$ cat config.mk
export PLATFORM = sky130hd
export DESIGN_NAME = bus_snoop_scene_command_parser
export DESIGN_NICKNAME = d
export VERILOG_FILES = /design/src/hw/rtl/bsscp_pkg.sv /design/src/hw/rtl/bus_snoop_scene_command_parser.sv
export VERILOG_INCLUDE_DIRS = /design/src /design/src/hw/rtl
export SDC_FILE = /design/constraint.sdc
export NUM_CORES = 1
export LEC_CHECK = 0
export BUFFER_PORTS_ARGS = -buffer_cell sky130_fd_sc_hd__buf_2
export CORE_MARGIN = 1
export CORE_UTILIZATION = 40
export DETAILED_ROUTE_END_ITERATION = 12
export PLACE_DENSITY = 0.68
export SYNTH_ARGS = -nofsm -noshare
export SYNTH_HDL_FRONTEND = slang
export SYNTH_SLANG_ARGS = --single-unit
$ cat constraint.sdc
create_clock -name clk_i -period 11.85 [get_ports clk_i]
set_input_delay 0.5925 -clock clk_i [delete_from_list [all_inputs] [get_ports clk_i]]
set_output_delay 0.5925 -clock clk_i [all_outputs]
set_load 0.02 [all_outputs]
$ cat src/hw/rtl/bus_snoop_scene_command_parser_assert.svh
// ----------------------------------------------------------------------------
// bus_snoop_scene_command_parser_assert
// Assertion helpers for the bus snoop scene command parser.
// Both sample on the rising edge of clk_i and are off while rst_ni is low.
// ----------------------------------------------------------------------------
`ifndef BUS_SNOOP_SCENE_COMMAND_PARSER_ASSERT_SVH
`define BUS_SNOOP_SCENE_COMMAND_PARSER_ASSERT_SVH

// Same-cycle implication.
`define BSSCP_ASSERT_NOW(label, ante, cons, msg) \
  label: assert property (@(posedge clk_i) disable iff (!rst_ni) (ante) |-> (cons)) \
    else $error(msg);

// Next-cycle implication.
`define BSSCP_ASSERT_NEXT(label, ante, cons, msg) \
  label: assert property (@(posedge clk_i) disable iff (!rst_ni) (ante) |=> (cons)) \
    else $error(msg);

`endif

$ cat src/hw/rtl/bsscp_pkg.sv
// ----------------------------------------------------------------------------
// bsscp_pkg
// Types, command codes and parser constants for the bus snoop scene
// command parser.
// ----------------------------------------------------------------------------
package bsscp_pkg;

  localparam int ADDR_W  = 16;
  localparam int BYTE_W  = 8;
  localparam int ARG_W   = 16;
  localparam int ACT_W   = 4;

  // Rotation speed in signed tenths, saturating
  localparam int SPEED_WIDTH = 16;
  typedef logic signed [SPEED_WIDTH-1:0] speed_t;
  localparam speed_t SPEED_MAX = speed_t'({1'b0, {(SPEED_WIDTH-1){1'b1}}});
  localparam speed_t SPEED_MIN = speed_t'({1'b1, {(SPEED_WIDTH-1){1'b0}}});
  localparam speed_t SPEED_ONE = speed_t'(1);

  localparam int NUM_AXES = 3;
  localparam int AXIS_W   = $clog2(NUM_AXES);
  localparam logic [AXIS_W-1:0] AXIS_X = AXIS_W'(0);
  localparam logic [AXIS_W-1:0] AXIS_Y = AXIS_W'(1);
  localparam logic [AXIS_W-1:0] AXIS_Z = AXIS_W'(2);

  localparam logic [ADDR_W-1:0] SNOOP_ADDR_RST = 16'h0680;

  // Staging buffer for multi-byte payloads
  localparam int STAGE_DEPTH = 17;
  localparam int STAGE_IDX_W = $clog2(STAGE_DEPTH);

  // Payload lengths in bytes
  localparam int COLOR_LEN = 3;
  localparam int TRI_LEN   = 18;
  localparam int CAM_LEN   = 3;

  // Expected-byte codes
  localparam int EXP_W = 5;
  localparam logic [EXP_W-1:0] EXP_NONE = 5'd0;
  localparam logic [EXP_W-1:0] EXP_BG   = 5'd1;
  localparam logic [EXP_W-1:0] EXP_COL  = 5'd4;
  localparam logic [EXP_W-1:0] EXP_TRI  = 5'd7;
  localparam logic [EXP_W-1:0] EXP_CAM  = 5'd25;
  localparam logic [EXP_W-1:0] EXP_END  = 5'd28;

  // Command bytes
  localparam logic [BYTE_W-1:0] CMD_BG      = 8'h42; // B
  localparam logic [BYTE_W-1:0] CMD_COLOR   = 8'h43; // C
  localparam logic [BYTE_W-1:0] CMD_DELETE  = 8'h44; // D
  localparam logic [BYTE_W-1:0] CMD_ENTER   = 8'h45; // E
  localparam logic [BYTE_W-1:0] CMD_MOVE    = 8'h4D; // M
  localparam logic [BYTE_W-1:0] CMD_POS     = 8'h50; // P
  localparam logic [BYTE_W-1:0] CMD_RESET   = 8'h52; // R
  localparam logic [BYTE_W-1:0] CMD_STOP    = 8'h53; // S
  localparam logic [BYTE_W-1:0] CMD_TRI     = 8'h54; // T
  localparam logic [BYTE_W-1:0] CMD_DEC_X   = 8'h55; // U
  localparam logic [BYTE_W-1:0] CMD_DEC_Y   = 8'h56; // V
  localparam logic [BYTE_W-1:0] CMD_DEC_Z   = 8'h57; // W
  localparam logic [BYTE_W-1:0] CMD_INC_X   = 8'h58; // X
  localparam logic [BYTE_W-1:0] CMD_INC_Y   = 8'h59; // Y
  localparam logic [BYTE_W-1:0] CMD_INC_Z   = 8'h5A; // Z

  localparam logic [ARG_W-1:0] CAM_BIAS = 16'd128;

  typedef enum logic [ACT_W-1:0] {
    ACT_DELETE = 4'd0,
    ACT_BG     = 4'd1,
    ACT_COLOR  = 4'd2,
    ACT_TRI    = 4'd3,
    ACT_LOADED = 4'd4,
    ACT_FWD    = 4'd5,
    ACT_SPEED  = 4'd6,
    ACT_CAMERA = 4'd7,
    ACT_RESET  = 4'd8
  } action_e;

  typedef struct packed {
    logic [ADDR_W-1:0] bus_address;
    logic              bus_is_read;
    logic [BYTE_W-1:0] bus_data;
  } bus_cycle_t;

  typedef struct packed {
    action_e          action;
    logic [ARG_W-1:0] arg0;
    logic [ARG_W-1:0] arg1;
    logic [ARG_W-1:0] arg2;
    logic [ARG_W-1:0] arg3;
    logic [ARG_W-1:0] arg4;
    logic [ARG_W-1:0] arg5;
    logic [ARG_W-1:0] arg6;
    logic [ARG_W-1:0] arg7;
    logic [ARG_W-1:0] arg8;
  } scene_cmd_t;

endpackage

$ cat src/hw/rtl/bus_snoop_scene_command_parser.sv
// ----------------------------------------------------------------------------
// bus_snoop_scene_command_parser: snoops host writes and decodes scene commands
// Path: a bus cycle is held in the input register, and its result in the result register.
// Throughput: one bus cycle per clock; the parse is one pass between the
//   input register and the result register, stalled only by out_stall_i.
// Reset: loading mode, no pending payload, rotation speeds zero, address 0x0680.
// ----------------------------------------------------------------------------
`include "bus_snoop_scene_command_parser_assert.svh"

module bus_snoop_scene_command_parser (
  input  logic                  clk_i,
  input  logic                  rst_ni,
  // snoop address register
  input  logic                  cfg_valid_i,
  output logic                  cfg_ready_o,
  input  logic [bsscp_pkg::ADDR_W-1:0] cfg_data_i,
  // observed bus cycles
  input  logic                  in_valid_i,
  output logic                  in_stall_o,
  input  bsscp_pkg::bus_cycle_t in_data_i,
  // decoded commands
  output logic                  out_valid_o,
  input  logic                  out_stall_i,
  output bsscp_pkg::scene_cmd_t out_data_o
);

  logic [bsscp_pkg::ADDR_W-1:0] snoop_addr_q;

  logic                  in_valid_q;
  bsscp_pkg::bus_cycle_t in_data_q;

  logic                  out_valid_q;
  bsscp_pkg::scene_cmd_t out_data_q;

  logic                         run_q, run_d;
  logic [bsscp_pkg::EXP_W-1:0]  exp_q, exp_d;
  logic [bsscp_pkg::BYTE_W-1:0] stage_q [bsscp_pkg::STAGE_DEPTH];
  bsscp_pkg::speed_t            speed_q [bsscp_pkg::NUM_AXES];

  logic                         out_free, advance, match;
  logic [bsscp_pkg::BYTE_W-1:0] cmd_byte;
  logic [bsscp_pkg::EXP_W-1:0]  pos;
  logic                         res_valid;
  bsscp_pkg::scene_cmd_t        res;
  logic                         stage_we;
  logic [bsscp_pkg::STAGE_IDX_W-1:0] stage_idx;
  logic                         step_en, step_up, speed_clr;
  logic [bsscp_pkg::AXIS_W-1:0] step_axis;
  bsscp_pkg::speed_t            speed_cur, speed_nxt;

  assign cfg_ready_o = 1'b1;

  always_ff @(posedge clk_i or negedge rst_ni) begin
    if (!rst_ni) begin
      snoop_addr_q <= bsscp_pkg::SNOOP_ADDR_RST;
    end else if (cfg_valid_i && cfg_ready_o) begin
      snoop_addr_q <= cfg_data_i;
    end
  end

  // Input register
  assign out_free   = !out_valid_q || !out_stall_i;
  assign advance    = in_valid_q && out_free;
  assign in_stall_o = in_valid_q && !out_free;

  always_ff @(posedge clk_i or negedge rst_ni) begin
    if (!rst_ni) begin
      in_valid_q <= 1'b0;
    end else if (in_valid_i && !in_stall_o) begin
      in_valid_q <= 1'b1;
    end else if (advance) begin
      in_valid_q <= 1'b0;
    end
  end

  always_ff @(posedge clk_i) begin
    if (in_valid_i && !in_stall_o) begin
      in_data_q <= in_data_i;
    end
  end

  assign cmd_byte = in_data_q.bus_data;
  assign match    = advance && !in_data_q.bus_is_read &&
                    (in_data_q.bus_address == snoop_addr_q);

  // Parse one byte
  always_comb begin
    run_d     = run_q;
    exp_d     = exp_q;
    res_valid = 1'b0;
    res       = '0;
    stage_we  = 1'b0;
    stage_idx = '0;
    step_en   = 1'b0;
    step_up   = 1'b0;
    step_axis = bsscp_pkg::AXIS_X;
    speed_clr = 1'b0;
    pos       = '0;

    if (match) begin
      if (exp_q == bsscp_pkg::EXP_NONE) begin
        if (!run_q) begin
          case (cmd_byte)
            bsscp_pkg::CMD_BG:     exp_d = bsscp_pkg::EXP_BG;
            bsscp_pkg::CMD_COLOR:  exp_d = bsscp_pkg::EXP_COL;
            bsscp_pkg::CMD_TRI:    exp_d = bsscp_pkg::EXP_TRI;
            bsscp_pkg::CMD_DELETE: begin
              res_valid  = 1'b1;
              res.action = bsscp_pkg::ACT_DELETE;
            end
            bsscp_pkg::CMD_ENTER: begin
              run_d      = 1'b1;
              res_valid  = 1'b1;
              res.action = bsscp_pkg::ACT_LOADED;
            end
            default: ;
          endcase
        end else begin
          case (cmd_byte)
            bsscp_pkg::CMD_MOVE: begin
              res_valid  = 1'b1;
              res.action = bsscp_pkg::ACT_FWD;
              res.arg0   = bsscp_pkg::ARG_W'(1);
            end
            bsscp_pkg::CMD_STOP: begin
              res_valid  = 1'b1;
              res.action = bsscp_pkg::ACT_FWD;
            end
            bsscp_pkg::CMD_INC_X: begin
              step_en = 1'b1; step_up = 1'b1; step_axis = bsscp_pkg::AXIS_X;
            end
            bsscp_pkg::CMD_INC_Y: begin
              step_en = 1'b1; step_up = 1'b1; step_axis = bsscp_pkg::AXIS_Y;
            end
            bsscp_pkg::CMD_INC_Z: begin
              step_en = 1'b1; step_up = 1'b1; step_axis = bsscp_pkg::AXIS_Z;
            end
            bsscp_pkg::CMD_DEC_X: begin
              step_en = 1'b1; step_axis = bsscp_pkg::AXIS_X;
            end
            bsscp_pkg::CMD_DEC_Y: begin
              step_en = 1'b1; step_axis = bsscp_pkg::AXIS_Y;
            end
            bsscp_pkg::CMD_DEC_Z: begin
              step_en = 1'b1; step_axis = bsscp_pkg::AXIS_Z;
            end
            bsscp_pkg::CMD_POS: exp_d = bsscp_pkg::EXP_CAM;
            bsscp_pkg::CMD_RESET: begin
              speed_clr  = 1'b1;
              res_valid  = 1'b1;
              res.action = bsscp_pkg::ACT_RESET;
            end
            default: ;
          endcase
        end
      end else if (!run_q && (exp_q inside {[bsscp_pkg::EXP_BG:bsscp_pkg::EXP_TRI - 5'd1]})) begin
        pos = (exp_q < bsscp_pkg::EXP_COL) ? exp_q - bsscp_pkg::EXP_BG
                                           : exp_q - bsscp_pkg::EXP_COL;
        if (pos < bsscp_pkg::EXP_W'(bsscp_pkg::COLOR_LEN - 1)) begin
          stage_we  = 1'b1;
          stage_idx = bsscp_pkg::STAGE_IDX_W'(pos);
          exp_d     = exp_q + 5'd1;
        end else begin
          exp_d      = bsscp_pkg::EXP_NONE;
          res_valid  = 1'b1;
          res.action = (exp_q < bsscp_pkg::EXP_COL) ? bsscp_pkg::ACT_BG
                                                    : bsscp_pkg::ACT_COLOR;
          res.arg0   = bsscp_pkg::ARG_W'(stage_q[0]);
          res.arg1   = bsscp_pkg::ARG_W'(stage_q[1]);
          res.arg2   = bsscp_pkg::ARG_W'(cmd_byte);
        end
      end else if (!run_q && (exp_q inside {[bsscp_pkg::EXP_TRI:bsscp_pkg::EXP_CAM - 5'd1]})) begin
        pos = exp_q - bsscp_pkg::EXP_TRI;
        if (pos < bsscp_pkg::EXP_W'(bsscp_pkg::TRI_LEN - 1)) begin
          stage_we  = 1'b1;
          stage_idx = bsscp_pkg::STAGE_IDX_W'(pos);
          exp_d     = exp_q + 5'd1;
        end else begin
          // Coordinates are big-endian byte pairs
          exp_d      = bsscp_pkg::EXP_NONE;
          res_valid  = 1'b1;
          res.action = bsscp_pkg::ACT_TRI;
          res.arg0   = {stage_q[0],  stage_q[1]};
          res.arg1   = {stage_q[2],  stage_q[3]};
          res.arg2   = {stage_q[4],  stage_q[5]};
          res.arg3   = {stage_q[6],  stage_q[7]};
          res.arg4   = {stage_q[8],  stage_q[9]};
          res.arg5   = {stage_q[10], stage_q[11]};
          res.arg6   = {stage_q[12], stage_q[13]};
          res.arg7   = {stage_q[14], stage_q[15]};
          res.arg8   = {stage_q[16], cmd_byte};
        end
      end else if (run_q && (exp_q inside {[bsscp_pkg::EXP_CAM:bsscp_pkg::EXP_END - 5'd1]})) begin
        pos = exp_q - bsscp_pkg::EXP_CAM;
        if (pos < bsscp_pkg::EXP_W'(bsscp_pkg::CAM_LEN - 1)) begin
          stage_we  = 1'b1;
          stage_idx = bsscp_pkg::STAGE_IDX_W'(pos);
          exp_d     = exp_q + 5'd1;
        end else begin
          exp_d      = bsscp_pkg::EXP_NONE;
          res_valid  = 1'b1;
          res.action = bsscp_pkg::ACT_CAMERA;
          res.arg0   = bsscp_pkg::ARG_W'(stage_q[0]) - bsscp_pkg::CAM_BIAS;
          res.arg1   = bsscp_pkg::ARG_W'(stage_q[1]) - bsscp_pkg::CAM_BIAS;
          res.arg2   = bsscp_pkg::ARG_W'(cmd_byte) - bsscp_pkg::CAM_BIAS;
        end
      end else begin
        // Stale expectation: drop the byte
        exp_d = bsscp_pkg::EXP_NONE;
      end
    end

    if (step_en) begin
      res_valid  = 1'b1;
      res.action = bsscp_pkg::ACT_SPEED;
      res.arg0   = bsscp_pkg::ARG_W'(step_axis);
      res.arg1   = bsscp_pkg::ARG_W'(speed_nxt);
    end
  end

  // Saturating speed step
  always_comb begin
    case (step_axis)
      bsscp_pkg::AXIS_Y: speed_cur = speed_q[1];
      bsscp_pkg::AXIS_Z: speed_cur = speed_q[2];
      default:           speed_cur = speed_q[0];
    endcase
    if (step_up) begin
      speed_nxt = (speed_cur == bsscp_pkg::SPEED_MAX) ? speed_cur
                                                       : speed_cur + bsscp_pkg::SPEED_ONE;
    end else begin
      speed_nxt = (speed_cur == bsscp_pkg::SPEED_MIN) ? speed_cur
                                                       : speed_cur - bsscp_pkg::SPEED_ONE;
    end
  end

  always_ff @(posedge clk_i or negedge rst_ni) begin
    if (!rst_ni) begin
      run_q <= 1'b0;
      exp_q <= bsscp_pkg::EXP_NONE;
      for (int i = 0; i < bsscp_pkg::NUM_AXES; i++) begin
        speed_q[i] <= '0;
      end
    end else begin
      run_q <= run_d;
      exp_q <= exp_d;
      if (speed_clr) begin
        for (int i = 0; i < bsscp_pkg::NUM_AXES; i++) begin
          speed_q[i] <= '0;
        end
      end else if (step_en) begin
        case (step_axis)
          bsscp_pkg::AXIS_Y: speed_q[1] <= speed_nxt;
          bsscp_pkg::AXIS_Z: speed_q[2] <= speed_nxt;
          default:           speed_q[0] <= speed_nxt;
        endcase
      end
    end
  end

  always_ff @(posedge clk_i) begin
    if (stage_we) begin
      stage_q[stage_idx] <= cmd_byte;
    end
  end

  // Result register
  always_ff @(posedge clk_i or negedge rst_ni) begin
    if (!rst_ni) begin
      out_valid_q <= 1'b0;
    end else if (out_free) begin
      out_valid_q <= advance && res_valid;
    end
  end

  always_ff @(posedge clk_i) begin
    if (advance && res_valid) begin
      out_data_q <= res;
    end
  end

  assign out_valid_o = out_valid_q;
  assign out_data_o  = out_data_q;

  `BSSCP_ASSERT_NEXT(a_run_sticky, run_q, run_q, "run mode left without reset")
  `BSSCP_ASSERT_NOW(a_exp_mode, !run_q, exp_q < bsscp_pkg::EXP_CAM,
                    "camera payload pending in loading mode")
  `BSSCP_ASSERT_NOW(a_exp_run, run_q,
                    (exp_q == bsscp_pkg::EXP_NONE) ||
                    (exp_q >= bsscp_pkg::EXP_CAM && exp_q < bsscp_pkg::EXP_END),
                    "geometry payload pending in run mode")
  `BSSCP_ASSERT_NEXT(a_loaded_run,
                     advance && res_valid && (res.action == bsscp_pkg::ACT_LOADED),
                     run_q && out_valid_q, "loaded result without run mode")
  `BSSCP_ASSERT_NOW(a_stall_cause, in_stall_o, in_valid_q && out_valid_q && out_stall_i,
                    "input stalled with free result register")

endmodule
==> flow_summary.rst, run 1 <==
.. list-table::
   :header-rows: 1

   * - Metric
     - Value
   * - Final #Nets
     - between 1000 and 1500
   * - Root buffer cell
     - sky130_fd_sc_hd__clkbuf_16
   * - Final critical-path required period
     - a little over 6 ns
   * - Routed length per instance
     - 19.8 um
   * - Primary FF master, synth
     - sky130_fd_sc_hd__edfxtp_1
   * - GRT overflow
     - 0
   * - Global-route usage over all layers
     - 0.189
   * - Maximum clock frequency
     - 162 MHz
   * - Startpoint type of the worst setup path
     - register
   * - ANT cells
     - 0
   * - Fin. Hold Viols
     - 0
   * - TritonRoute pass-1 iters
     - 5
   * - Placed wire-length estimate after detailed placement
     - around 25000 um
   * - Commonest non-fill, non-tap cell in the layout
     - sky130_fd_sc_hd__edfxtp_1
   * - Setup crit end kind
     - register
   * - Worst R2R Start
     - snoop_addr_q[7]$_DFFE_PN1P_
   * - Count of boundary I/O pins
     - between 150 and 200
   * - Maximum number of pins on one net before global-route repair
     - about 100
   * - Required arrival time at the worst endpoint
     - 12.14 ns
   * - Buffer levels on the longest clock path
     - 3
   * - Post-synth design cell area
     - between 0.015 and 0.02 mm2
   * - Violation count after the first detailed-route iteration
     - ~800
   * - Worst vdd rail ir drop
     - 0.0824 mV
   * - Post-CTS setup buffers
     - 0
   * - Post-Route Utilization
     - 0.484
   * - Unique masters post-synth
     - 76
   * - Leading cell types in the layout, fill and taps excluded
     - 309 x sky130_fd_sc_hd__edfxtp_1, 195 x sky130_fd_sc_hd__buf_2, 97 x sky130_fd_sc_hd__and2_1
   * - Placed inst area
     - ~0.017 mm2
   * - Ratio of final minimum period to clock period
     - 0.522
   * - Arrival @ worst endpoint
     - approximately 6.5 ns
   * - Core outline area
     - roughly 0.039 mm2
   * - LEAKAGE
     - between 6 and 7 nW
   * - Clk_lat worst skew
     - approximately 0.56 ns
   * - Row count
     - slightly above 70
   * - H-tree levels
     - 2
   * - Number of antenna violations at the first check in global routing
     - 0
   * - Worst slack on hold paths
     - 0.223 ns
   * - Final number of setup-violating endpoints
     - 0
   * - Number of global-route vias before repair
     - around 10000
   * - Transition at the pin with the smallest max-transition slack
     - roughly 1.2 ns
   * - CTS tree
     - built
   * - Cell count after placement
     - roughly 1900
   * - Pre-CTS setup slack
     - between 5 and 6 ns
   * - Mean instance size in the synthesized netlist
     - roughly 14 um2
   * - Max Transition Viols Final
     - 0
   * - Number of enable-type register cells in the synthesized netlist
     - 309
   * - Min-delay src
     - in_data_i[9]
   * - Global-route wire length before repair
     - 58900 um
   * - Syn Nets
     - between 1000 and 1500
   * - Register area share after synthesis
     - 0.694
   * - Maximum net fanout on the critical path
     - 19
   * - Die Height
     - 202 um
   * - Critical Path Start
     - snoop_addr_q[7]$_DFFE_PN1P_
   * - Power Total
     - approximately 2.8 mW
   * - Port Buf Inserts
     - 195
   * - Via density per instance
     - 5.36
   * - Setup TNS Final
     - 0 ns
   * - Setup CP Type
     - register to register
   * - Layout-stage area growth over the synthesis result
     - 18.2%
   * - Final worst setup slack
     - between 5 and 6 ns
   * - # DRC
     - 0
   * - Hold buffer count at CTS
     - 0
   * - Vias after detailed routing
     - approximately 10000
   * - Hold/Removal Path Class
     - input pin to register
   * - Pwr per Cell Area
     - approximately 150 mW/mm2
   * - Async SR Flop Fraction
     - 0.189
   * - Cts repair resizes
     - 0
   * - Layout Cells excl Fill
     - between 1500 and 2000
   * - RD Place Congestion
     - 0.900
   * - Final Cell Area
     - roughly 0.019 mm2
   * - Hold depth
     - 1
   * - Status
     - complete, no violations
   * - Worst-case headroom to the max-slew limit
     - 0.212
   * - # clock sinks
     - about 380
   * - Post-detailed-routing wire length
     - 38200 um
   * - ANT nets after route
     - 0
   * - Maximum capacitance violations
     - 0
   * - Setup repair after global routing missed its margin
     - false
   * - Initial cell density of the core
     - 0.409
   * - Inserted Clock Buffers
     - 40
   * - Fraction of layout instances using a drive strength above 1
     - 0.231
   * - Die outline area
     - 0.0407 mm2
   * - Number of cells traversed by the worst register-to-register path
     - 17
   * - Width of the die
     - 202 um
   * - Gate Count Post-Synth
     - approximately 1200
   * - Clk pin slew, worst setup/hold paths
     - ~0.060 ns
   * - Number of synthesized register bits
     - approximately 380
   * - Synth warn
     - 0
   * - Layout Skew
     - roughly 0.023 ns
-- state kept, by name, summed over array words and instances (netlist names) --
name	count
out_valid_o	1
cmd_byte	8
in_data_q	17
stage_q	136
run_q	1
in_valid_q	1
out_data_o	148
exp_q	5
speed_q	48
snoop_addr_q	16
-- path summary, 6_finish.rpt --
path / endpoint / slack, ns
worst max-delay path: out_data_o[120]$_DFFE_PP_ / 5.66
worst min-delay path: in_data_q[9]$_DFFE_PP_ / 0.22
worst max register to register: out_data_o[120]$_DFFE_PP_ / 5.66
worst min register to register: speed_q[4]$_DFFE_PN0P_ / 0.49
max in group asynchronous: snoop_addr_q[6]$_DFFE_PN0P_ / 10.94
min in group asynchronous: speed_q[36]$_DFFE_PN0P_ / 0.28
-- layer usage --
layer | global-route usage | up-vias | routed length, um
met5 | 0 | - | 0
met4 | 0.0714 | 0 | 1070
met3 | 0.0416 | 73 | 2980
met2 | 0.289 | 426 | 17300
met1 | 0.263 | 5006 | 16900
li1 | - | 4802 | -
-- cell families (layout without fill, tap and decap cells) --
logic type,count (synthesis),after routing,synth area share
and+or+nand+nor,414,414,0.142
AOI/OAI and AO/OA,232,232,0.0946
muxes,17,17,0.0119
buffers and inverters,77,302,0.0202
DFF,381,381,0.694
other,1,1,0.000235
adders and majority gates,14,14,0.0110
xor gates and xnor gates,45,45,0.0252
-- synthesized netlist by cell type, types with 4 or more instances --
cell type / n / area, um2
sky130_fd_sc_hd__a21o_1: 12 / 90.1
sky130_fd_sc_hd__a21oi_1: 46 / 230
sky130_fd_sc_hd__a221oi_1: 8 / 70.1
sky130_fd_sc_hd__a22o_1: 7 / 61.3
sky130_fd_sc_hd__a22oi_1: 30 / 225
sky130_fd_sc_hd__a31oi_1: 7 / 43.8
sky130_fd_sc_hd__and2_1: 97 / 607
sky130_fd_sc_hd__and3_1: 13 / 81.3
sky130_fd_sc_hd__buf_2: 9 / 45.0
sky130_fd_sc_hd__clkbuf_1: 47 / 176
sky130_fd_sc_hd__dfrtp_1: 69 / 1730
sky130_fd_sc_hd__edfxtp_1: 309 / 9280
sky130_fd_sc_hd__ha_1: 14 / 175
sky130_fd_sc_hd__inv_1: 14 / 52.6
sky130_fd_sc_hd__mux2_2: 16 / 180
sky130_fd_sc_hd__nand2_1: 63 / 236
sky130_fd_sc_hd__nand2b_1: 4 / 25.0
sky130_fd_sc_hd__nand3_1: 27 / 135
sky130_fd_sc_hd__nand3b_1: 4 / 30.0
sky130_fd_sc_hd__nand4_1: 13 / 81.3
sky130_fd_sc_hd__nor2_1: 90 / 338
sky130_fd_sc_hd__nor2b_1: 15 / 93.8
sky130_fd_sc_hd__nor3_1: 27 / 135
sky130_fd_sc_hd__nor3b_1: 4 / 30.0
sky130_fd_sc_hd__nor4_1: 10 / 62.6
sky130_fd_sc_hd__o211ai_1: 7 / 52.6
sky130_fd_sc_hd__o21a_1: 5 / 37.5
sky130_fd_sc_hd__o21ai_0: 41 / 205
sky130_fd_sc_hd__o21ai_1: 21 / 105
sky130_fd_sc_hd__o22ai_1: 18 / 113
sky130_fd_sc_hd__o31ai_1: 4 / 30.0
sky130_fd_sc_hd__or2_2: 6 / 37.5
sky130_fd_sc_hd__or3_1: 11 / 68.8
sky130_fd_sc_hd__or4_1: 7 / 52.6
sky130_fd_sc_hd__xnor2_1: 30 / 263
sky130_fd_sc_hd__xor2_1: 14 / 123
-- final cells by class --
type	instances	area, um2
fillers	3381	20100
flip-flops and latches	381	11100
multi-input cells	723	4570
repair buffers	214	1120
clock buffers	45	1070
well taps	518	648
clock inverters	28	317
inverters	15	56.3
-- critical path, stage by stage, from the launching register on --
cell and delay [ns]:
sky130_fd_sc_hd__dfstp_2 0.53, sky130_fd_sc_hd__xnor2_1 0.16, sky130_fd_sc_hd__nand4_1 0.14, sky130_fd_sc_hd__or4_1 0.69, sky130_fd_sc_hd__nor2_1 0.63, sky130_fd_sc_hd__nand4_1 0.29, sky130_fd_sc_hd__inv_1 0.12, sky130_fd_sc_hd__ha_1 0.73
sky130_fd_sc_hd__a221oi_1 0.28, sky130_fd_sc_hd__or2_2 0.38, sky130_fd_sc_hd__inv_1 0.10, sky130_fd_sc_hd__ha_1 0.17, sky130_fd_sc_hd__nand3_1 0.27, sky130_fd_sc_hd__nor4_4 0.63, sky130_fd_sc_hd__nor3_1 0.15, sky130_fd_sc_hd__a21oi_1 0.36
sky130_fd_sc_hd__xnor2_1 0.18, sky130_fd_sc_hd__o2bb2ai_1 0.15
-- where the power goes --
group / internal, mW / switching, mW
Combinational: 0.0216 / 0.0437
Clock: 0.785 / 0.521
Sequential: 1.46 / 0.00642
Power figures use the tool's default switching activity.
==> inputs of run 2 (changes only) <==
- clock period: 11.85 -> 6.3 ns (I/O delays scaled with it)
==> flow_summary.rst, run 2 (same netlist as run 1, synthesis figures left out) <==
.. list-table::
   :header-rows: 1

   * - Metric
     - Value
   * - Layout Skew
     - 0.0305 ns
   * - Maximum clock frequency
     - 175 MHz
   * - H-tree levels
     - 2
   * - Worst-case headroom to the max-slew limit
     - 0.319
   * - Pwr per Cell Area
     - around 270 mW/mm2
   * - Clk_lat worst skew
     - between 0.5 and 0.6 ns
   * - Setup TNS Final
     - 0 ns
   * - Via density per instance
     - ~5.3
   * - Row count
     - 72
   * - Fraction of layout instances using a drive strength above 1
     - 0.235
   * - Width of the die
     - 202 um
   * - # DRC
     - 0
   * - TritonRoute pass-1 iters
     - 5
   * - Max incr delay on CP
     - approximately 0.7 ns
   * - Commonest non-fill, non-tap cell in the layout
     - sky130_fd_sc_hd__edfxtp_1
   * - Final #Nets
     - approximately 1500
   * - Number of global-route vias before repair
     - between 10000 and 15000
   * - Fin. Hold Viols
     - 10
   * - Maximum net fanout on the critical path
     - 15
   * - Routed length per instance
     - between 15 and 20 um
   * - Layout Cells excl Fill
     - around 2000
   * - Cell count after placement
     - between 1500 and 2000
   * - Ordered list of cells on the worst path
     - xnor2_1, nand2_1, or4_1, nor2_4, nand2_1, nor2_1, inv_1, ha_1, buf_4, buf_4, a221oi_1, o22ai_1, or3_1, or3_1, and4_1, nor2_1, xor2_1, o22ai_1
   * - Die Height
     - 202 um
   * - ANT nets after route
     - 0
   * - Setup repair after global routing missed its margin
     - false
   * - Standard cell with the maximum stage delay on the critical path
     - sky130_fd_sc_hd__or4_1
   * - Leading cell types in the layout, fill and taps excluded
     - 309 x sky130_fd_sc_hd__edfxtp_1, 195 x sky130_fd_sc_hd__buf_2, 97 x sky130_fd_sc_hd__and2_1
   * - Post-Route Utilization
     - 0.497
   * - CTS tree
     - built
   * - ANT cells
     - 0
   * - Count of boundary I/O pins
     - just under 200
   * - Violation count after the first detailed-route iteration
     - 800
   * - Max Transition Viols Final
     - 0
   * - Post-CTS setup buffers
     - 0
   * - Global-route wire length before repair
     - 59500 um
   * - Largest register FFs
     - approximately 150
   * - Final critical-path required period
     - 5.72 ns
   * - Maximum number of pins on one net before global-route repair
     - between 100 and 150
   * - Setup crit end kind
     - register
   * - Worst slack on hold paths
     - -0.0260 ns
   * - Multi-input gate area
     - 0.00462 mm2
   * - Inserted Clock Buffers
     - ~40
   * - # clock sinks
     - between 300 and 400
   * - Startpoint type of the worst setup path
     - register
   * - Initial cell density of the core
     - 0.409
   * - Post-detailed-routing wire length
     - 39000 um
   * - Setup CP Type
     - register to register
   * - Core outline area
     - 0.0390 mm2
   * - Buffer levels on the longest clock path
     - 3
   * - Status
     - complete, but fails checks
   * - Final number of setup-violating endpoints
     - 0
   * - Vias after detailed routing
     - just over 10000
   * - Die outline area
     - ~0.041 mm2
   * - GRT overflow
     - 0
   * - Placed wire-length estimate after detailed placement
     - 25900 um
   * - Arrival @ worst endpoint
     - around 6.0 ns
   * - Global-route usage over all layers
     - 0.192
   * - Sequential standard cell area
     - roughly 0.011 mm2
   * - Root buffer cell
     - sky130_fd_sc_hd__clkbuf_16
   * - Required arrival time at the worst endpoint
     - ~6.6 ns
   * - Failing checks
     - hold timing
   * - Clk pin slew, worst setup/hold paths
     - approximately 0.060 ns
   * - Number of fill cells
     - about 3300
   * - Ratio of final minimum period to clock period
     - 0.907
   * - Transition at the pin with the smallest max-transition slack
     - 1.02 ns
   * - Layout-stage area growth over the synthesis result
     - 21.5%
   * - Hold/Removal Path Class
     - input pin to async pin
   * - LEAKAGE
     - around 6.7 nW
   * - Power Total
     - between 5 and 6 mW
   * - Number of antenna violations at the first check in global routing
     - 0
   * - RD Place Congestion
     - slightly above 0.9
   * - Worst vdd rail ir drop
     - roughly 0.18 mV
   * - Maximum capacitance violations
     - 0
   * - Port Buf Inserts
     - 195
[run 2: cell types whose count changed in the layout (fill, tap and decap cells not counted), moves of 2 or more]
cell / change
sky130_fd_sc_hd__dlygate4sd3_1: +39
sky130_fd_sc_hd__clkinv_2: -5
sky130_fd_sc_hd__inv_1: -2
sky130_fd_sc_hd__buf_4: +17
sky130_fd_sc_hd__nor3_1: -2
sky130_fd_sc_hd__nor2_1: -2
sky130_fd_sc_hd__bufinv_16: -2
sky130_fd_sc_hd__clkinvlp_4: -2
sky130_fd_sc_hd__clkbuf_1: +6
[run 2: critical path, delay by kind of cell (launching register included)]
| family | cells | cell delay (ns) |
|---|---|---|
| AND/OR/NAND/NOR | 9 | 2.77 |
| adder cells (fa/ha/maj) | 1 | 0.44 |
| flip-flops | 1 | 0.53 |
| AO/OA/AOI/OAI | 3 | 0.71 |
| buffers and inverters | 3 | 0.52 |
| XOR/XNOR | 2 | 0.45 |
[run 2: area by class of cell]
class                      count  area share
timing repair buffer         271      0.0854
sequential                   381       0.571
inverter                      15     0.00303
tap                          518      0.0334
clock inverter                19      0.0109
multi-input combinational    723       0.238
clock buffer                  52      0.0577
[run 2: layer usage]
metal | part of all wire | global-route usage
met1 | 0.44 | 0.257
met2 | 0.48 | 0.315
met3 | 0.064 | 0.0353
met4 | 0.022 | 0.0625
met5 | 0 | 0
[run 2: final timing paths]
check | from | endpoint | slack [ns] | cells after the start
worst min register to register | speed_q[18]$_DFFE_PN0P_ | speed_q[18]$_DFFE_PN0P_ | 0.50 | 2
min in group clk_i | cfg_data_i[10] | snoop_addr_q[10]$_DFFE_PN1P_ | 0.03 | 2
worst max register to register | snoop_addr_q[10]$_DFFE_PN1P_ | out_data_o[118]$_DFFE_PP_ | 0.58 | 18
worst max-delay path | snoop_addr_q[10]$_DFFE_PN1P_ | out_data_o[118]$_DFFE_PP_ | 0.58 | 18
max in group asynchronous | rst_ni | snoop_addr_q[8]$_DFFE_PN0P_ | 5.61 | 2
worst min-delay path | rst_ni | speed_q[38]$_DFFE_PN0P_ | -0.03 | 2
[run 2: through the flow]
| stage | setup slack (ns) | area (um2) |
|---|---|---|
| global route | 0.113 | 19400 |
| finish | 0.583 | 19400 |
| global placement | 0.650 | 17700 |
| CTS | 0.567 | 19400 |
| detailed placement | 0.578 | 17700 |
| floorplan | -3.14 | 16100 |
[run 2: report_power, final]
part           leakage, nW  internal [mW]  total (mW)  switching (mW)
clock network        0.645           1.42        2.38           0.966
registers             3.44           2.74        2.76          0.0156
logic                 2.58         0.0576       0.141          0.0837
[run 2: what timing repair did]
action                     in CTS  in global routing
hold endpoints to repair       39                  0
setup endpoints to repair       0                  1
gates resized for setup         0                  1
hold buffers                   39                  0
==> inputs of run 3 (changes only) <==
- ABC_AREA: not set -> 1
- PLACE_DENSITY: 0.68 -> 0.67
==> flow_summary.rst, run 3 <==
.. list-table::
   :header-rows: 1

   * - Metric
     - Value
   * - ANT nets after route
     - 0
   * - Share of power burned in the clock network
     - 0.434
   * - Startpoint type of the worst setup path
     - register
   * - Number of antenna violations at the first check in global routing
     - 0
   * - Die outline area
     - approximately 0.045 mm2
   * - Post-CTS setup buffers
     - 0
   * - Width of the die
     - 211 um
   * - # clock sinks
     - 381
   * - Leading cell types in the layout, fill and taps excluded
     - 443 x sky130_fd_sc_hd__nand2_1, 309 x sky130_fd_sc_hd__edfxtp_1, 217 x sky130_fd_sc_hd__nor2_1
   * - Synth warn
     - 0
   * - TritonRoute pass-1 iters
     - 5
   * - Worst flop-to-flop path endpoint
     - out_data_o[113]$_DFFE_PP_
   * - Maximum clock frequency
     - 195 MHz
   * - Commonest non-fill, non-tap cell in the layout
     - sky130_fd_sc_hd__nand2_1
   * - Maximum number of pins on one net before global-route repair
     - 98
   * - Layout-stage area growth over the synthesis result
     - 17.6%
   * - ANT cells
     - 0
   * - H-tree levels
     - 2
   * - Fin. Hold Viols
     - 0
   * - Dominant cell by count in the synthesized netlist
     - sky130_fd_sc_hd__nand2_1
   * - Hold/Removal Path Class
     - input pin to async pin
   * - Port Buf Inserts
     - 195
   * - # DRC
     - 0
   * - Pwr per Cell Area
     - ~250 mW/mm2
   * - Inserted Clock Buffers
     - 39
   * - Status
     - complete, no violations
   * - Worst-case headroom to the max-slew limit
     - 0.289
   * - Unique masters post-synth
     - 46
   * - Core outline area
     - 0.0431 mm2
   * - Largest cells by area after synthesis
     - sky130_fd_sc_hd__edfxtp_1 53%, sky130_fd_sc_hd__dfrtp_1 9.9%, sky130_fd_sc_hd__nand2_1 9.5%, sky130_fd_sc_hd__nand3_1 5.5%, sky130_fd_sc_hd__nor2_1 4.7%
   * - Setup crit end kind
     - register
   * - FF-to-FF setup slack
     - approximately 1.2 ns
   * - Global-route usage over all layers
     - 0.206
   * - Initial cell density of the core
     - 0.406
   * - Max incr delay on CP
     - approximately 0.65 ns
   * - Met3 usage in global routing
     - 0.0400
   * - Via density per instance
     - 5.01
   * - Post-detailed-routing wire length
     - ~46000 um
   * - Library cell appearing most often on the critical path
     - sky130_fd_sc_hd__nand2_1
   * - Top-area cell type share of the netlist area
     - 0.530
   * - Maximum capacitance violations
     - 0
   * - Max Transition Viols Final
     - 0
   * - Fraction of layout instances using a drive strength above 1
     - 0.183
   * - Final critical-path required period
     - 5.12 ns
   * - Final number of setup-violating endpoints
     - 0
   * - Maximum net fanout on the critical path
     - between 40 and 50
   * - Primary FF master, synth
     - sky130_fd_sc_hd__edfxtp_1
   * - Number of enable-type register cells in the synthesized netlist
     - ~310
   * - Worst slack on hold paths
     - roughly 0.0055 ns
   * - Row count
     - between 70 and 80
   * - Portion of total power attributed to sequential cells
     - 0.534
   * - RD Place Congestion
     - 0.902
   * - Worst vdd rail ir drop
     - roughly 0.17 mV
   * - Number of synthesized register bits
     - around 380
   * - Commonest cells in the synthesized netlist
     - 444 x sky130_fd_sc_hd__nand2_1, 309 x sky130_fd_sc_hd__edfxtp_1, 217 x sky130_fd_sc_hd__nor2_1, 192 x sky130_fd_sc_hd__nand3_1, 173 x sky130_fd_sc_hd__inv_1
   * - Met2 usage
     - 0.332
   * - CTS tree
     - built
   * - Number of global-route vias before repair
     - around 12000
   * - Synth area leader
     - sky130_fd_sc_hd__edfxtp_1
   * - Register area share after synthesis
     - 0.634
   * - Psw
     - 1.14 mW
   * - Final #Nets
     - between 2000 and 2500
   * - Transition at the pin with the smallest max-transition slack
     - 1.06 ns
   * - Setup TNS Final
     - 0 ns
   * - Layout Cells excl Fill
     - about 2600
   * - Arrival @ worst endpoint
     - roughly 5.4 ns
   * - Standard cell with the maximum stage delay on the critical path
     - sky130_fd_sc_hd__inv_2
   * - Part of the total power dissipated in combinational logic
     - 0.031
   * - Cts repair resizes
     - 0
   * - Grt met1 use
     - 0.280
   * - Vias after detailed routing
     - ~13000
   * - Post-synth design cell area
     - around 0.017 mm2
   * - Cell count after placement
     - around 2500
   * - Setup CP Type
     - register to register
   * - Buffer levels on the longest clock path
     - 3
   * - Required arrival time at the worst endpoint
     - around 6.6 ns
   * - Largest register FFs
     - around 150
   * - Gate Count Post-Synth
     - between 1500 and 2000
   * - Mean instance size in the synthesized netlist
     - approximately 10 um2
   * - Clk pin slew, worst setup/hold paths
     - about 0.060 ns
   * - Violation count after the first detailed-route iteration
     - approximately 1100
   * - Setup repair after global routing missed its margin
     - false
   * - Die Height
     - 211 um
   * - Worst R2R Start
     - snoop_addr_q[7]$_DFFE_PN1P_
   * - Switch share
     - 0.220
   * - Number of cells traversed by the worst register-to-register path
     - 26
   * - Power Total
     - between 5 and 6 mW
   * - GRT busiest layer
     - met2
   * - Routed length per instance
     - between 15 and 20 um
   * - LEAKAGE
     - approximately 9.7 nW
   * - Global-route wire length before repair
     - 70600 um
   * - Layout Skew
     - about 0.022 ns
   * - Hold buffer count at CTS
     - 40
   * - Syn Nets
     - ~1800
   * - Count of boundary I/O pins
     - 197
   * - Clk_lat worst skew
     - about 0.58 ns
   * - Ratio of final minimum period to clock period
     - 0.812
   * - Root buffer cell
     - sky130_fd_sc_hd__clkbuf_16
   * - Async SR Flop Fraction
     - 0.189
   * - Cell internal pwr
     - between 4 and 5 mW
   * - Placed wire-length estimate after detailed placement
     - 31300 um
   * - GRT overflow
     - 0
## run 3: cell types whose count changed in the layout (fill, tap and decap cells not counted), sizes merged, moves of 16 or more
cell,previous run,this run
nand2,63,475
nand3,27,210
inv,15,195
nor2,91,235
and2,98,4
a21oi,46,17
xnor2,31,7
buf,232,211
o22ai,18,1
a22oi,30,14
## run 3: how the worst max path moves through the flow
stage                                            from                           to
after floorplan                  exp_q[0]$_DFFE_PN0P_  out_data_o[0]$_SDFFCE_PP0P_
final                     snoop_addr_q[7]$_DFFE_PN1P_    out_data_o[113]$_DFFE_PP_
after detailed placement  snoop_addr_q[7]$_DFFE_PN1P_    out_data_o[112]$_DFFE_PP_
after global placement    snoop_addr_q[7]$_DFFE_PN1P_    out_data_o[112]$_DFFE_PP_
after CTS                 snoop_addr_q[7]$_DFFE_PN1P_    out_data_o[112]$_DFFE_PP_
after global routing      snoop_addr_q[7]$_DFFE_PN1P_    out_data_o[113]$_DFFE_PP_
## run 3: area by class of cell
class | count | area (um2)
tap | 585 | 732
inverter | 193 | 726
multi-input combinational | 1116 | 5310
timing repair buffer | 251 | 1500
sequential | 381 | 11100
clock buffer | 51 | 1030
clock inverter | 21 | 200
fill | 3960 | 22500
## run 3: worst max-delay path: cells and delay by family, from the launching register on
kind                     cells  cell delay, ns
AO/OA/AOI/OAI                1            0.15
AND/OR/NAND/NOR             19            2.49
flip-flops                   1            0.53
adder cells (fa/ha/maj)      2            0.78
buffers and inverters        4            0.92
## run 3: cell families after synthesis
logic type / after synthesis / share of synthesized area
muxes: 4 / 0.00257
AOI/OAI and AO/OA: 104 / 0.0338
other: 1 / 0.000214
and+or+nand+nor: 974 / 0.247
xor gates and xnor gates: 19 / 0.00951
buffers and inverters: 251 / 0.0636
DFF: 381 / 0.634
adders and majority gates: 14 / 0.0100
## run 3: metrics by stage
stage	util	cell area [um2]	setup slack, ns
finish	0.478	20600	1.18
floorplan	-	17500	1.00
detailed placement	0.440	18900	1.21
global placement	0.440	18900	1.33
CTS	0.478	20600	1.19
global route	0.478	20600	0.664
## run 3: routing by layer
| layer | part of all wire | vias up |
|---|---|---|
| li1 | - | 6243 |
| met1 | 0.44 | 6191 |
| met2 | 0.46 | 519 |
| met3 | 0.076 | 66 |
| met4 | 0.023 | 0 |
| met5 | 0 | - |
## run 3: power groups by stage
stage,logic (mW),registers [mW],clock network (mW)
4_1_cts,0.163,2.76,2.29
2_1_floorplan,0.0642,2.81,0
6_report,0.162,2.76,2.24
5_1_grt,0.180,2.76,2.39
3_5_place_dp,0.144,2.81,0
3_3_place_gp,0.142,2.81,0
